--- config.mk ---
export PLATFORM = sky130hd
export DESIGN_NAME = json_string_unescape
export DESIGN_NICKNAME = d
export VERILOG_FILES = /design/src/rtl/jsu_pkg.sv /design/src/rtl/jsu_decode.sv /design/src/rtl/json_string_unescape.sv
export SDC_FILE = /design/constraint.sdc
export NUM_CORES = 1
export LEC_CHECK = 0
export ABC_AREA = 0
export BUFFER_PORTS_ARGS = -buffer_cell sky130_fd_sc_hd__buf_4
export CAP_MARGIN = 25
export CORE_ASPECT_RATIO = 0.8
export CORE_MARGIN = 2
export CORE_UTILIZATION = 55
export CTS_BUF_LIST = sky130_fd_sc_hd__clkbuf_8
export DETAILED_ROUTE_END_ITERATION = 10
export PLACE_DENSITY = 0.79
export SLEW_MARGIN = 25
export SYNTH_ARGS = -nofsm -noshare
export SYNTH_HDL_FRONTEND = slang
export SYNTH_HIERARCHICAL = 1
export SYNTH_SLANG_ARGS = --single-unit
--- constraint.sdc ---
create_clock -name aclk -period 6.3 [get_ports aclk]
set_clock_uncertainty 0.15 [all_clocks]
set_input_delay 0.63 -clock aclk [delete_from_list [all_inputs] [get_ports aclk]]
set_output_delay 0.63 -clock aclk [all_outputs]
set_load 0.05 [all_outputs]
--- src/rtl/jsu_pkg.sv ---
// ----------------------------------------------------------------------------
// jsu_pkg
// Shared types, codes and helper functions for the JSON string unescaper.
// ----------------------------------------------------------------------------
package jsu_pkg;

    localparam int LENGTH_BITS_DEF = 16;

    // status codes
    localparam logic [2:0] ST_BUSY     = 3'd0;
    localparam logic [2:0] ST_DONE     = 3'd1;
    localparam logic [2:0] ST_BAD_ESC  = 3'd2;
    localparam logic [2:0] ST_CTRL     = 3'd3;
    localparam logic [2:0] ST_MISSING  = 3'd4;
    localparam logic [2:0] ST_BAD_HEX  = 3'd5;
    localparam logic [2:0] ST_BAD_SURR = 3'd6;
    localparam logic [2:0] ST_OUTSIDE  = 3'd7;

    // characters
    localparam logic [7:0] CH_NUL    = 8'h00;
    localparam logic [7:0] CH_SPACE  = 8'h20;
    localparam logic [7:0] CH_QUOTE  = 8'h22;
    localparam logic [7:0] CH_SLASH  = 8'h2F;
    localparam logic [7:0] CH_BSLASH = 8'h5C;
    localparam logic [7:0] CH_B      = 8'h62;
    localparam logic [7:0] CH_F      = 8'h66;
    localparam logic [7:0] CH_N      = 8'h6E;
    localparam logic [7:0] CH_R      = 8'h72;
    localparam logic [7:0] CH_T      = 8'h74;
    localparam logic [7:0] CH_U      = 8'h75;

    typedef enum logic [2:0] {
        PH_IDLE,
        PH_STR,
        PH_ESC,
        PH_HEX,
        PH_LOW_BS,
        PH_LOW_U
    } phase_t;

    typedef struct packed {
        phase_t      phase;
        logic [11:0] hex_value;
        logic [1:0]  hex_digit_count;
        logic [9:0]  high_half;
        logic        in_low_escape;
    } dec_state_t;

    typedef struct packed {
        logic [3:0][7:0] bytes;
        logic [1:0]      cnt_m1;
    } enc_t;

    typedef struct packed {
        logic [3:0][7:0] bytes;
        logic [1:0]      cnt_m1;
        logic            data;
        logic [2:0]      status;
        logic            clr_count;
    } dec_res_t;

    // bit 4 set when the character is a hex digit
    function automatic logic [4:0] hex_nibble(input logic [7:0] c);
        logic [4:0] r;
        r = 5'd0;
        if (c >= 8'h30 && c <= 8'h39) begin
            r = {1'b1, 4'(c - 8'h30)};
        end else if (c >= 8'h41 && c <= 8'h46) begin
            r = {1'b1, 4'(c - 8'h37)};
        end else if (c >= 8'h61 && c <= 8'h66) begin
            r = {1'b1, 4'(c - 8'h57)};
        end
        return r;
    endfunction

    // code point to utf-8, first byte in bytes[0]
    function automatic enc_t utf8_encode(input logic [20:0] u);
        enc_t e;
        e.bytes = '0;
        if (u <= 21'h7F) begin
            e.cnt_m1   = 2'd0;
            e.bytes[0] = {1'b0, u[6:0]};
        end else if (u <= 21'h7FF) begin
            e.cnt_m1   = 2'd1;
            e.bytes[0] = {3'b110, u[10:6]};
            e.bytes[1] = {2'b10, u[5:0]};
        end else if (u <= 21'hFFFF) begin
            e.cnt_m1   = 2'd2;
            e.bytes[0] = {4'b1110, u[15:12]};
            e.bytes[1] = {2'b10, u[11:6]};
            e.bytes[2] = {2'b10, u[5:0]};
        end else begin
            e.cnt_m1   = 2'd3;
            e.bytes[0] = {5'b11110, u[20:18]};
            e.bytes[1] = {2'b10, u[17:12]};
            e.bytes[2] = {2'b10, u[11:6]};
            e.bytes[3] = {2'b10, u[5:0]};
        end
        return e;
    endfunction

endpackage

--- src/rtl/jsu_decode.sv ---
// ----------------------------------------------------------------------------
// jsu_decode
// Next-state and result logic for one text byte of the unescaper.
// ----------------------------------------------------------------------------
module jsu_decode
    import jsu_pkg::*;
(
    input  dec_state_t st,
    input  logic [7:0] c,
    output dec_state_t st_next,
    output dec_res_t   res
);

    logic [4:0]  nib;
    logic [15:0] u;
    enc_t        enc_single;
    enc_t        enc_pair;

    assign nib        = hex_nibble(c);
    assign u          = {st.hex_value, nib[3:0]};
    assign enc_single = utf8_encode(21'(u));
    assign enc_pair   = utf8_encode(21'({st.high_half, u[9:0]}) + 21'h10000);

    always_comb begin
        st_next       = st;
        res.bytes     = '0;
        res.cnt_m1    = 2'd0;
        res.data      = 1'b0;
        res.status    = ST_BUSY;
        res.clr_count = 1'b0;

        unique case (st.phase)
            PH_IDLE: begin
                if (c == CH_QUOTE) begin
                    res.clr_count = 1'b1;
                    st_next.phase = PH_STR;
                end else begin
                    res.status = ST_OUTSIDE;
                end
            end
            PH_STR: begin
                if (c == CH_QUOTE) begin
                    res.status    = ST_DONE;
                    st_next.phase = PH_IDLE;
                end else if (c == CH_BSLASH) begin
                    st_next.phase = PH_ESC;
                end else if (c == CH_NUL) begin
                    res.status    = ST_MISSING;
                    st_next.phase = PH_IDLE;
                end else if (c < CH_SPACE) begin
                    res.status    = ST_CTRL;
                    st_next.phase = PH_IDLE;
                end else begin
                    res.data     = 1'b1;
                    res.bytes[0] = c;
                end
            end
            PH_ESC: begin
                st_next.phase = PH_STR;
                res.data      = 1'b1;
                case (c)
                    CH_QUOTE:  res.bytes[0] = CH_QUOTE;
                    CH_BSLASH: res.bytes[0] = CH_BSLASH;
                    CH_SLASH:  res.bytes[0] = CH_SLASH;
                    CH_B:      res.bytes[0] = 8'h08;
                    CH_F:      res.bytes[0] = 8'h0C;
                    CH_N:      res.bytes[0] = 8'h0A;
                    CH_R:      res.bytes[0] = 8'h0D;
                    CH_T:      res.bytes[0] = 8'h09;
                    CH_U: begin
                        res.data                = 1'b0;
                        st_next.phase           = PH_HEX;
                        st_next.in_low_escape   = 1'b0;
                        st_next.hex_value       = '0;
                        st_next.hex_digit_count = '0;
                    end
                    default: begin
                        res.data      = 1'b0;
                        res.status    = ST_BAD_ESC;
                        st_next.phase = PH_IDLE;
                    end
                endcase
            end
            PH_HEX: begin
                if (!nib[4]) begin
                    res.status    = ST_BAD_HEX;
                    st_next.phase = PH_IDLE;
                end else if (st.hex_digit_count != 2'd3) begin
                    st_next.hex_value       = u[11:0];
                    st_next.hex_digit_count = st.hex_digit_count + 2'd1;
                end else begin
                    st_next.hex_value       = '0;
                    st_next.hex_digit_count = '0;
                    if (st.in_low_escape) begin
                        st_next.in_low_escape = 1'b0;
                        if (u < 16'hDC00 || u > 16'hDFFF) begin
                            res.status    = ST_BAD_SURR;
                            st_next.phase = PH_IDLE;
                        end else begin
                            st_next.phase = PH_STR;
                            res.data      = 1'b1;
                            res.bytes     = enc_pair.bytes;
                            res.cnt_m1    = enc_pair.cnt_m1;
                        end
                    end else if (u >= 16'hD800 && u <= 16'hDBFF) begin
                        st_next.high_half = u[9:0];
                        st_next.phase     = PH_LOW_BS;
                    end else begin
                        st_next.phase = PH_STR;
                        res.data      = 1'b1;
                        res.bytes     = enc_single.bytes;
                        res.cnt_m1    = enc_single.cnt_m1;
                    end
                end
            end
            PH_LOW_BS: begin
                if (c == CH_BSLASH) begin
                    st_next.phase = PH_LOW_U;
                end else begin
                    res.status    = ST_BAD_SURR;
                    st_next.phase = PH_IDLE;
                end
            end
            PH_LOW_U: begin
                if (c == CH_U) begin
                    st_next.phase           = PH_HEX;
                    st_next.in_low_escape   = 1'b1;
                    st_next.hex_value       = '0;
                    st_next.hex_digit_count = '0;
                end else begin
                    res.status    = ST_BAD_SURR;
                    st_next.phase = PH_IDLE;
                end
            end
            default: begin
                res.status    = ST_OUTSIDE;
                st_next.phase = PH_IDLE;
            end
        endcase
    end

endmodule

--- src/rtl/json_string_unescape.sv ---
// ----------------------------------------------------------------------------
// json_string_unescape
// Streaming JSON string unescaper with UTF-8 output.
// ----------------------------------------------------------------------------
// One text byte enters per cycle, while s_ready is high, into an input
// register; the decode logic turns it into 1 to 4 results, loaded together
// into an output register that gives one per cycle while m_ready is high,
// the final one flagged by m_last. A byte that yields one result (everything
// except a \u escape that produces a multi-byte UTF-8 character) allows one
// byte per cycle with m_ready high; a character that encodes to N bytes
// holds the input while the output register drains. After an error status
// the bytes already given for that string are to be discarded.
module json_string_unescape
    import jsu_pkg::*;
#(
    parameter int LENGTH_BITS = LENGTH_BITS_DEF
) (
    input  logic        aclk,
    input  logic        aresetn,
    input  logic        s_valid,
    output logic        s_ready,
    input  logic [7:0]  s_in_byte,
    output logic        m_valid,
    input  logic        m_ready,
    output logic [7:0]  m_out_byte,
    output logic        m_byte_valid,
    output logic [2:0]  m_status,
    output logic [15:0] m_string_length,
    output logic        m_last
);

    localparam logic [LENGTH_BITS-1:0] COUNT_MAX = {LENGTH_BITS{1'b1}};

    logic                   in_valid_reg;
    logic [7:0]             in_byte_reg;
    dec_state_t             state_reg, state_next;
    logic [LENGTH_BITS-1:0] count_reg, count_next;
    logic                   out_valid_reg;
    dec_res_t               res_reg, res_next;
    logic [15:0]            len_reg, len_next;
    logic [1:0]             idx_reg;

    logic                   load;
    logic                   drain_done;
    logic [LENGTH_BITS:0]   count_sum;
    logic [2:0]             n_data;
    logic [31:0]            count_wide;

    jsu_decode u_decode (
        .st      (state_reg),
        .c       (in_byte_reg),
        .st_next (state_next),
        .res     (res_next)
    );

    assign m_last     = (idx_reg == res_reg.cnt_m1);
    assign drain_done = out_valid_reg && m_ready && m_last;
    assign load       = in_valid_reg && (!out_valid_reg || drain_done);
    assign s_ready    = !in_valid_reg || load;

    assign m_valid         = out_valid_reg;
    assign m_out_byte      = res_reg.data ? res_reg.bytes[idx_reg] : 8'h00;
    assign m_byte_valid    = res_reg.data;
    assign m_status        = res_reg.status;
    assign m_string_length = len_reg;

    // length saturation
    assign n_data     = res_next.data ? {1'b0, res_next.cnt_m1} + 3'd1 : 3'd0;
    assign count_sum  = {1'b0, count_reg} + (LENGTH_BITS+1)'(n_data);
    assign count_wide = 32'(count_reg);

    always_comb begin
        if (res_next.clr_count) begin
            count_next = '0;
        end else if (count_sum > {1'b0, COUNT_MAX}) begin
            count_next = COUNT_MAX;
        end else begin
            count_next = count_sum[LENGTH_BITS-1:0];
        end
        if (res_next.status != ST_DONE) begin
            len_next = 16'd0;
        end else if (count_wide > 32'hFFFF) begin
            len_next = 16'hFFFF;
        end else begin
            len_next = count_wide[15:0];
        end
    end

    always_ff @(posedge aclk) begin
        if (!aresetn) begin
            in_valid_reg          <= 1'b0;
            out_valid_reg         <= 1'b0;
            idx_reg               <= 2'd0;
            count_reg             <= '0;
            state_reg.phase           <= PH_IDLE;
            state_reg.hex_value       <= '0;
            state_reg.hex_digit_count <= '0;
            state_reg.high_half       <= '0;
            state_reg.in_low_escape   <= 1'b0;
        end else begin
            // input register
            if (s_valid && s_ready) begin
                in_valid_reg <= 1'b1;
                in_byte_reg  <= s_in_byte;
            end else if (load) begin
                in_valid_reg <= 1'b0;
            end

            // output register
            if (load) begin
                out_valid_reg <= 1'b1;
                res_reg       <= res_next;
                len_reg       <= len_next;
                idx_reg       <= 2'd0;
                state_reg     <= state_next;
                count_reg     <= count_next;
            end else if (drain_done) begin
                out_valid_reg <= 1'b0;
            end else if (out_valid_reg && m_ready) begin
                idx_reg <= idx_reg + 2'd1;
            end
        end
    end

endmodule

* Yosys cells after proc, flatten, opt, wreduce, memory -nomap -nowiden
Index checks and enable logic that the tools add are counted.
** Storage, ports and cells
- Flip-flop bits (word level) :: 110
- Bits of input ports :: 12
- Output and inout bits :: 31
- Word-level logic and storage cells :: 186
** Cells by class
- Add/sub/neg operators :: 8
- $lt $le $gt $ge :: 19
- Equal/unequal tests :: 25
- Mux-type cells :: 79
- Bitwise gates (word level) :: 6
- Reductions and logical operators :: 31
** Operators by type and width (number)
- two-way mux 16 bit :: 6
- two-way mux 35 bit :: 2
- two-way mux 8 bit :: 8
- two-way mux 3 bit :: 19
- == test 8 x 7 -> 1 bit (second input constant) :: 7
- one-hot mux 7 bit (8 select lines) :: 1
- two-way mux 24 bit :: 2
- two-way mux 14 bit :: 3
- two-way mux 10 bit :: 4
- one-hot mux 3 bit (6 select lines) :: 2
- greater-than comparator 16 bit (second input constant) :: 2
- one-hot mux 14 bit (2 select lines) :: 1
- two-way mux 27 bit :: 1
- two-way mux 25 bit :: 1
- one-hot mux 8 bit (3 select lines) :: 1
- two-way mux 11 bit :: 2
- adder 20 x 17 -> 21 bit (second input constant) :: 1
- <= comparator 21 x 11 -> 1 bit (second input constant) :: 1
- <= comparator 21 x 16 -> 1 bit (second input constant) :: 1
- <= comparator 21 x 7 -> 1 bit (second input constant) :: 1
- two-way mux 18 bit :: 1
- adder 16 x 3 -> 17 bit :: 1
- greater-than comparator 17 x 16 -> 1 bit (second input constant) :: 1
- binary-select mux 8 bit (select 2 bit) :: 1
- other kinds (46) :: 98

* Logic depth before layout (Yosys ltp)
Gate-level depths: netlist (run 1).
- Word-level depth :: 21
- Mapped depth :: 20

* Cells and area by module
The synthesis (run 1) kept the hierarchy.
** Modules (own cells, without submodules)
- json_string_unescape :: instances 1, cells each 364, area an instance 4486.8 um^2
- jsu_decode :: instances 1, cells each 404, area an instance 2438.6 um^2

* Worst setup path before layout (run 1)
OpenSTA, ideal clock, no wires.
- Path type :: register to register
- From :: register in_byte_reg[3]
- To :: register count_reg[11]
- Setup time :: 0.079 ns
- Arrival time :: 4.885 ns
- Path slack :: 1.186 ns
- Stages on the path, launching flop included :: 18
- Path buffers :: 1
- Cell sequence :: edfxtp_1 > buf_6 > or4b_4 > nor3b_4 > a22oi_2 > nor4_1 > mux2i_1 > nand2_1 > a211o_1 > a21oi_1 > ha_1 > nand2_1 > fa_1 > and2b_2 > o2111ai_4 > or2_4 > and2_4 > a211oi_2
** RTL lines
- from (decl) :: RTL line json_string_unescape.sv:35 : logic [7:0] in_byte_reg;
- from (signal assigned) :: RTL line json_string_unescape.sv:104 : in_byte_reg <= s_in_byte;
- to (signal assigned) :: RTL line json_string_unescape.sv:116 : count_reg <= count_next;
- to (decl) :: RTL line json_string_unescape.sv:37 : logic [LENGTH_BITS-1:0] count_reg, count_next;

==> out/results.tsv, run 1 <==
stage	metric	value	unit
place	dp_hpwl	14330	um
critical_path	cp.required	6.48	ns
sta	finalSetupViolCount	0	
logic_synthesis	ys_warn_count	6	
critical_path	critical_path_arrival	5.97	ns
power	irDropWorstVdd	167.8	uV
place	placed_cells	944	
clock_network	clk_latency	0.41	ns
sta	fin_crit	5.787	ns
logic_synthesis	synth_cells	768	
route	vias_per_cell	6.335	
floorplan	row_count	36	
clock_network	post_cts_resized	0	
sta	fin_tns_setup	0	ns
logic_synthesis	synth_ff_type	edfxtp_1	
critical_path	critPathCaptureType	register	
cells_and_area	area_growth	8.166	%
cells_and_area	drive_gt1_share	15.46	%
clock_network	root_buffer	clkbuf_8	
route	dr_wl_met3	2253	um
floorplan	ios	43	
critical_path	crit_type	register to register	
clock_network	clk_pin_slew	0.12	ns
route	route.detailed.drc	0	
clock_network	ctsHoldBuffers	0	
hold_path	min_path_cells	1	
floorplan	die_w	129.5	um
power	p_per_area	175.7	mW/mm^2
critical_path	start_kind	register	
cells_and_area	largest_reg_flops	34	
floorplan	die_height	104.4	um
logic_synthesis	synth_edf_count	62	
global_routing	grt_max_degree	55	
route	avgRoutedWirePerCell	20.27	um
critical_path	critPathSlowestCell	edfxtp_1	
hold_path	min_from	s_in_byte[3]	
logic_synthesis	seq_area_frac_synth	40.76	%
critical_path	path_delay_family	simple AND/OR/NAND/NOR gates	
sta	drv_slew	0	
route	top_layer_used	met4	
critical_path	regToRegStartpoint	in_byte_reg[3]	
clock_network	cts_tree	yes	
global_routing	grt_pass1_vias	5512	
sta	fmax	0.1728	GHz
cells_and_area	instances_no_fill	960	
route	drtIter0Drc	809	
critical_path	crit_fanout	19	
hold_path	hold_end	in_byte_reg[3]	
clock_network	numCtsBuffers	9	
clock_network	clk_path_buf_depth	2	
route	vias	6082	
route	drtAntennaViolNets	0	
sta	maxSlewHeadroom	38.08	%
critical_path	reg2reg_depth	17	
logic_synthesis	synth_cell_types	88	
sta	tightest_slew	0.9252	ns
logic_synthesis	syn_avg_cell_area	9.017	um^2
clock_network	cts.sinks	110	
cells_and_area	fin_nets	809	
critical_path	crit_chain	or4b_4 > nor3_1 > o2111ai_1 > nor4_1 > mux2i_1 > buf_4 > nand2_1 > a211o_1 > a21oi_1 > ha_1 > nand2_1 > fa_1 > and2b_2 > o2111ai_4 > nor2_1 > nor2_1 > a311oi_1	
place	port_buffers	42	
critical_path	r2r_slack	0.51	ns
global_routing	grt_util_all_layers	29.32	%
run_status	status	finished clean	
logic_synthesis	ys_async_sr_fraction	0	%
global_routing	overflow	0	
logic_synthesis	synth_area	0.006925	mm^2
sta	rsz0062_at_grt	no	
cells_and_area	fill_cells	1052	
run	drv_cap	0	
hold_path	hold_path_class	input port to register	
sta	worst_slack	0.5133	ns
cells_and_area	final_common_cell	nand2_1	
place	dp_slack	0.6925	ns
floorplan	coreArea	0.01225	mm^2
sta	hold_viol	0	
floorplan	die-area	0.01351	mm^2
critical_path	r2r_end	count_reg[6]	
power	leakage	0.002761	uW
clock_network	cts_max_level	3	
cells_and_area	layout_common_cells	115 x nand2_1, 68 x nor2_1, 62 x edfxtp_1	
route	routed_wl	19460	um
sta	finalCritPeriodShare	91.85	%
clock_network	cts_setup_buffers	0	
global_routing	grt_pass1_wl	30550	um
critical_path	worst_path_largest_cell_delay	0.67	ns
place	gp_congestion	1.021	
route	drt_first_pass_iters	5	
logic_synthesis	synth_seq_cells	110	
global_routing	antenna_found_initial	0	
critical_path	path_buf_inv	1	
cells_and_area	antenna_cells	0	
route	route.met2.wl	7816	um
floorplan	initial_core_util	56.53	%
route	wl_met1	9138	um
==> synth_stat cells (all sizes together) (4+ instances only) <==
master	count	share of area (%)
ha	12	2.2
or4	5	0.60
mux2	7	1.2
edfxtp	62	27
o211ai	5	0.61
and2	34	3.2
o31ai	9	0.98
inv	23	1.2
a22o	14	1.8
nand2b	9	0.81
o21ai	34	2.5
o21a	6	0.65
clkbuf	31	1.8
a211oi	6	0.79
nand2	115	6.2
buf	18	2.0
nor2b	6	0.54
nor3	22	1.7
or3	4	0.36
mux2i	4	0.58
a31oi	8	0.72
a21oi	37	2.7
nand3	22	1.7
a22oi	4	0.51
dfxtp	48	14
o211a	7	1.0
o22ai	8	0.72
nor3b	7	0.99
nor4	8	0.94
a21boi	30	3.3
mux4	8	2.6
and3	13	1.2
xnor2	5	0.74
a21o	13	1.4
nor2	68	3.7
a221oi	5	0.63
or2	7	0.67
==> worst register-to-register path: stages, from the launching register on <==
cell       delay (ns)
edfxtp_1         0.67
or4b_4           0.67
nor3_1           0.31
o2111ai_1        0.30
nor4_1           0.45
mux2i_1          0.25
buf_4            0.19
nand2_1          0.11
a211o_1          0.41
a21oi_1          0.28
ha_1             0.17
nand2_1          0.08
fa_1             0.43
and2b_2          0.27
o2111ai_4        0.18
nor2_1           0.42
nor2_1           0.11
a311oi_1         0.26
==> through the flow <==
stage                     power (uW)  hold slack [ns]  area, um^2  utilization, %
after floorplan                866.5           0.2897        6933               -
after global placement         890.6           0.3213        7272           59.35
after detailed placement       893.0           0.3352        7277           59.40
after CTS                       1327           0.2206        7491           61.14
after global routing            1360           0.2265        7491           61.14
final                           1316           0.2431        7491           61.14
==> how the worst max path moves through the flow <==
stage                   start       endpoint  slack (ns)  cells after the start
3_3_place_gp   in_byte_reg[3]   count_reg[6]        0.86                     17
6_report       in_byte_reg[3]   count_reg[6]        0.51                     17
2_1_floorplan  in_byte_reg[3]  count_reg[11]        1.19                     17
5_1_grt        in_byte_reg[3]   count_reg[6]        0.14                     17
3_5_place_dp   in_byte_reg[3]   count_reg[6]        0.69                     17
4_1_cts        in_byte_reg[3]   count_reg[6]        0.66                     17
==> routing by layer <==
layer	up-vias	GRT usage (%)
met1	2903	45.86
li1	2833	-
met2	323	38.68
met5	-	0
met3	23	9.259
met4	0	7.373
==> final cells by class <==
| cell class | instances | area, um^2 | share of cell area [%] |
|---|---|---|---|
| sequential | 110 | 2823 | 37.68 |
| timing repair buffer | 53 | 397.9 | 5.312 |
| clock buffer | 9 | 123.9 | 1.654 |
| tap | 171 | 214.0 | 2.856 |
| clock inverter | 7 | 90.09 | 1.203 |
| multi-input combinational | 587 | 3756 | 50.14 |
| inverter | 23 | 86.33 | 1.152 |
==> report_power, final <==
part           switching (uW)  internal (uW)  leakage (uW)
logic                    66.6           30.2       0.00170
registers                12.5            768      0.000964
clock network             279            160      0.000101
==> cells by family after synthesis <==
family          count (synthesis)  share of synthesized area (%)
xor+xnor                        6                         0.8672
simple gates                  332                          24.08
compound gates                214                          22.11
flops                         110                          40.76
other cells                     1                        0.05415
buf+inv                        73                          5.294
mux                            19                          4.372
fa+ha+maj                      13                          2.457
Power figures use the tool's default switching activity.
==> inputs of run 2 (changes only) <==
--- a/config.mk
+++ b/config.mk
@@ -13,7 +13,7 @@
 export CORE_UTILIZATION = 55
 export CTS_BUF_LIST = sky130_fd_sc_hd__clkbuf_8
 export DETAILED_ROUTE_END_ITERATION = 10
-export PLACE_DENSITY = 0.79
+export PLACE_DENSITY_LB_ADDON = 0.1
 export SLEW_MARGIN = 25
 export SYNTH_ARGS = -nofsm -noshare
 export SYNTH_HDL_FRONTEND = slang
==> out/results.tsv, run 2 (synthesized netlist as in run 1, its figures left out) <==
stage	metric	value	unit
clock_network	clk_latency	0.39	ns
critical_path	crit_type	register to register	
power	p_per_area	171.9	mW/mm^2
critical_path	reg2reg_depth	17	
global_routing	grt_util_met2	40.75	%
route	route.detailed.drc	0	
cells_and_area	multi_input_comb_area	0.003756	mm^2
critical_path	crit_fanout	19	
route	vias_per_cell	6.380	
global_routing	grt_util_all_layers	29.76	%
cells_and_area	fill_cells	1094	
cells_and_area	largest_reg_flops	34	
critical_path	start_kind	register	
place	gp_congestion	0.9758	
route	drt_first_pass_iters	5	
cells_and_area	area_growth	7.967	%
critical_path	cp.required	6.46	ns
cells_and_area	fin_nets	811	
clock_network	numCtsBuffers	9	
floorplan	die-area	0.01351	mm^2
global_routing	grt_pass1_vias	5491	
floorplan	coreArea	0.01225	mm^2
clock_network	cts.sinks	110	
sta	hold_viol	0	
clock_network	post_cts_resized	0	
global_routing	met3_usage	8.230	%
global_routing	grt_max_degree	55	
sta	tightest_slew	0.9137	ns
clock_network	clk_pin_slew	0.11	ns
critical_path	critical_path_arrival	5.94	ns
global_routing	grt_pass1_wl	30970	um
clock_network	ctsHoldBuffers	0	
route	routed_wl	19660	um
hold_path	min_path_cells	1	
clock_network	cts_max_level	3	
clock_network	clk_path_buf_depth	2	
sta	finalCritPeriodShare	91.84	%
hold_path	hold_path_class	input port to register	
power	irDropWorstVdd	154.6	uV
route	drtAntennaViolNets	0	
clock_network	cts_setup_buffers	0	
route	drtIter0Drc	804	
sta	fmax	0.1728	GHz
place	post_dp_cell_area	0.007292	mm^2
floorplan	row_count	36	
cells_and_area	antenna_cells	0	
route	vias	6138	
route	avgRoutedWirePerCell	20.43	um
sta	fin_crit	5.786	ns
critical_path	regToRegStartpoint	in_byte_reg[3]	
cells_and_area	final_area	0.007477	mm^2
cells_and_area	layout_common_cells	115 x nand2_1, 68 x nor2_1, 62 x edfxtp_1	
clock_network	cts_tree	yes	
floorplan	ios	43	
power	leakage	0.002761	uW
sta	fin_tns_setup	0	ns
cells_and_area	final_common_cell	nand2_1	
global_routing	antenna_found_initial	0	
critical_path	r2r_slack	0.51	ns
place	port_buffers	42	
floorplan	die_height	104.4	um
place	dp_hpwl	14130	um
global_routing	overflow	0	
cells_and_area	drive_gt1_share	15.55	%
global_routing	top_usage_layer	met1	
sta	worst_slack	0.5138	ns
hold_path	min_from	s_in_byte[4]	
run	drv_cap	0	
global_routing	met1_usage	46.32	%
critical_path	critPathCaptureType	register	
run_status	status	finished clean	
floorplan	die_w	129.5	um
floorplan	initial_core_util	56.53	%
sta	drv_slew	0	
sta	finalSetupViolCount	0	
critical_path	r2r_end	count_reg[6]	
clock_network	root_buffer	clkbuf_8	
cells_and_area	final-seq-area	0.002823	mm^2
place	dp_slack	0.6524	ns
sta	rsz0062_at_grt	no	
sta	maxSlewHeadroom	38.85	%
hold_path	hold_end	in_byte_reg[4]	
[run 2: cell count changes in the layout (fill, tap and decap cells not counted), sizes merged]
cell and delta:
inv -1, buf +2, clkinv +1
[run 2: cell type report]
| cell class | instances | share of cell area (%) |
|---|---|---|
| Clock inverter | 7 | 0.8199 |
| Timing Repair Buffer | 55 | 5.522 |
| Inverter | 23 | 1.155 |
| Clock buffer | 9 | 1.657 |
| Sequential cell | 110 | 37.75 |
| Tap cell | 171 | 2.861 |
| Multi-Input combinational cell | 587 | 50.23 |
[run 2: report_power, final]
part,internal (uW),switching [uW]
sequential,768,12.6
combinational,30.7,68.0
clock,149,257
[run 2: critical path, stage by stage (launching register included)]
cell,delay [ns]
edfxtp_1,0.67
or4b_4,0.66
nor3b_4,0.36
a22oi_2,0.20
nor4_1,0.49
mux2i_1,0.24
buf_4,0.18
nand2_1,0.11
a211o_1,0.42
a21oi_1,0.27
ha_1,0.17
nand2_1,0.08
fa_1,0.44
and2b_2,0.28
o2111ai_4,0.19
nor2_1,0.40
nor2_1,0.12
a311oi_1,0.28
[run 2: worst max path at each step]
stage	from	to	slack (ns)	cells past startpoint
after floorplan	in_byte_reg[3]	count_reg[11]	1.19	17
after global placement	in_byte_reg[3]	count_reg[6]	0.91	17
after detailed placement	in_byte_reg[3]	count_reg[3]	0.65	17
after CTS	in_byte_reg[3]	count_reg[6]	0.62	17
after global routing	in_byte_reg[3]	count_reg[6]	0.13	17
final	in_byte_reg[3]	count_reg[6]	0.51	17
[run 2: layer usage]
layer / share of wire [%] / vias to the layer above
li1: - / 2836
met1: 47 / 2925
met2: 41 / 346
met3: 10 / 31
met4: 1.5 / 0
met5: 0 / -
[run 2: metrics by stage]
stage | util [%] | power (uW) | hold WS, ns | instances
final | 61.03 | 1285 | 0.2575 | 962
after global routing | 61.03 | 1329 | 0.2339 | 962
after CTS | 61.03 | 1299 | 0.2396 | 962
after detailed placement | 59.52 | 895.3 | 0.3279 | 946
after global placement | 59.48 | 892.9 | 0.3173 | 946
after floorplan | - | 866.5 | 0.2897 | 770
==> inputs of run 3 (changes only) <==
--- a/config.mk
+++ b/config.mk
@@ -13,6 +13,7 @@
 export CORE_UTILIZATION = 55
 export CTS_BUF_LIST = sky130_fd_sc_hd__clkbuf_8
 export DETAILED_ROUTE_END_ITERATION = 10
+export MAX_ROUTING_LAYER = met4
 export PLACE_DENSITY_LB_ADDON = 0.1
 export SLEW_MARGIN = 25
 export SYNTH_ARGS = -nofsm -noshare
==> out/results.tsv, run 3 (synthesized netlist as in run 1, its figures left out) <==
stage	metric	value	unit
route	route.met2.wl	8089	um
route	vias	5998	
cells_and_area	fill_cells	1102	
clock_network	cts_setup_buffers	0	
power	netSwitchingFraction	24.94	%
sta	fmax	0.1750	GHz
cells_and_area	fin_nets	811	
power	p_sw	342.1	uW
route	drt_first_pass_iters	7	
floorplan	initial_core_util	56.53	%
critical_path	critical_path_arrival	5.89	ns
power	clkPwrFrac	35.9	%
cells_and_area	drive_gt1_share	15.68	%
sta	fin_crit	5.714	ns
route	dr_wl_met3	1916	um
cells_and_area	instances_no_fill	962	
global_routing	grt_pass1_vias	5384	
cells_and_area	final_common_cell	nand2_1	
sta	drv_slew	0	
cells_and_area	multi_input_comb_area	0.003762	mm^2
global_routing	overflow	0	
critical_path	path_buf_inv	1	
cells_and_area	largest_reg_flops	34	
critical_path	crit_chain	or4b_4 > nor3b_4 > a22oi_2 > nor4_1 > mux2i_1 > buf_4 > nand2_1 > a211o_1 > a21oi_1 > ha_1 > nand2_1 > fa_1 > and2b_2 > o2111ai_4 > nor2_1 > nor2_1 > a311oi_1	
route	vias_per_cell	6.235	
route	wl_met1	9229	um
floorplan	die-area	0.01351	mm^2
power	leakage	0.002792	uW
route	drtIter0Drc	833	
place	port_buffers	42	
route	top_layer_used	met4	
place	placed_cells	946	
critical_path	path_delay_family	simple AND/OR/NAND/NOR gates	
route	drtAntennaViolNets	0	
sta	hold_viol	0	
sta	worst_slack	0.5860	ns
global_routing	grt_util_all_layers	30.33	%
clock_network	cts_max_level	3	
clock_network	cts_tree	yes	
power	power.share.combinational	7.1	%
sta	tightest_slew	1.009	ns
power	total_power	1372	uW
global_routing	antenna_found_initial	0	
clock_network	numCtsBuffers	9	
floorplan	coreArea	0.01225	mm^2
power	irDropWorstVdd	164.4	uV
run_status	status	finished clean	
run	drv_cap	0	
critical_path	cp.required	6.47	ns
critical_path	worst_path_largest_cell_delay	0.67	ns
clock_network	root_buffer	clkbuf_8	
critical_path	crit_type	register to register	
clock_network	ctsHoldBuffers	0	
sta	hold_ws	0.2464	ns
critical_path	critPathSlowestCell	edfxtp_1	
power	p_per_area	182.2	mW/mm^2
cells_and_area	antenna_cells	0	
sta	rsz0062_at_grt	no	
power	intPower	1029	uW
route	avgRoutedWirePerCell	20.28	um
cells_and_area	area_growth	8.672	%
floorplan	die_height	104.4	um
floorplan	row_count	36	
critical_path	start_kind	register	
clock_network	clk_latency	0.40	ns
floorplan	ios	43	
sta	maxSlewHeadroom	32.51	%
sta	finalCritPeriodShare	90.70	%
cells_and_area	final-seq-area	0.002823	mm^2
critical_path	critPathCaptureType	register	
place	gp_congestion	0.9886	
sta	fin_tns_setup	0	ns
clock_network	post_cts_resized	0	
hold_path	hold_path_class	input port to register	
route	route.detailed.drc	0	
clock_network	clk_pin_slew	0.11	ns
sta	finalSetupViolCount	0	
cells_and_area	layout_common_cells	115 x nand2_1, 68 x nor2_1, 62 x edfxtp_1	
place	dp_slack	0.6618	ns
global_routing	grt_pass1_wl	30600	um
place	dp_hpwl	14050	um
global_routing	grt_max_degree	55	
critical_path	crit_fanout	19	
floorplan	die_w	129.5	um
power	seq_power_share	57.0	%
clock_network	clk_path_buf_depth	2	
clock_network	cts.sinks	110	
route	routed_wl	19510	um
-- run 3: metrics by stage --
stage | instance area, um^2 | utilization (%)
final | 7526 | 61.43
after detailed placement | 7292 | 59.52
after global placement | 7287 | 59.48
after floorplan | 6933 | -
after CTS | 7520 | 61.38
after global routing | 7526 | 61.43
-- run 3: final cells by class --
class | count | area share, %
Multi-Input combinational cell | 587 | 49.99
Sequential cell | 110 | 37.51
Inverter | 23 | 1.147
Timing Repair Buffer | 55 | 5.486
Clock buffer | 9 | 1.646
Tap cell | 171 | 2.843
Clock inverter | 7 | 1.380
-- run 3: metal layers --
metal | up-vias | track usage, %
met5 | - | -
met4 | 0 | 7.834
met1 | 2813 | 47.28
met3 | 23 | 6.636
li1 | 2839 | -
met2 | 323 | 39.44
-- run 3: worst paths after layout --
check | start | slack (ns) | cells past startpoint | to
setup / recovery | in_byte_reg[3] | 0.59 | 17 | count_reg[6]
hold / removal | s_in_byte[4] | 0.25 | 1 | in_byte_reg[4]
setup reg to reg | in_byte_reg[3] | 0.59 | 17 | count_reg[6]
hold reg to reg | state_reg[12] | 0.34 | 2 | state_reg[12]
-- run 3: power groups by stage --
stage	combinational [uW]	clock, uW	sequential, uW
global placement	96.4	0	797
finish	98.0	492	781
detailed placement	97.8	0	798
global route	104	523	783
CTS	98.2	502	781
floorplan	64.7	0	802
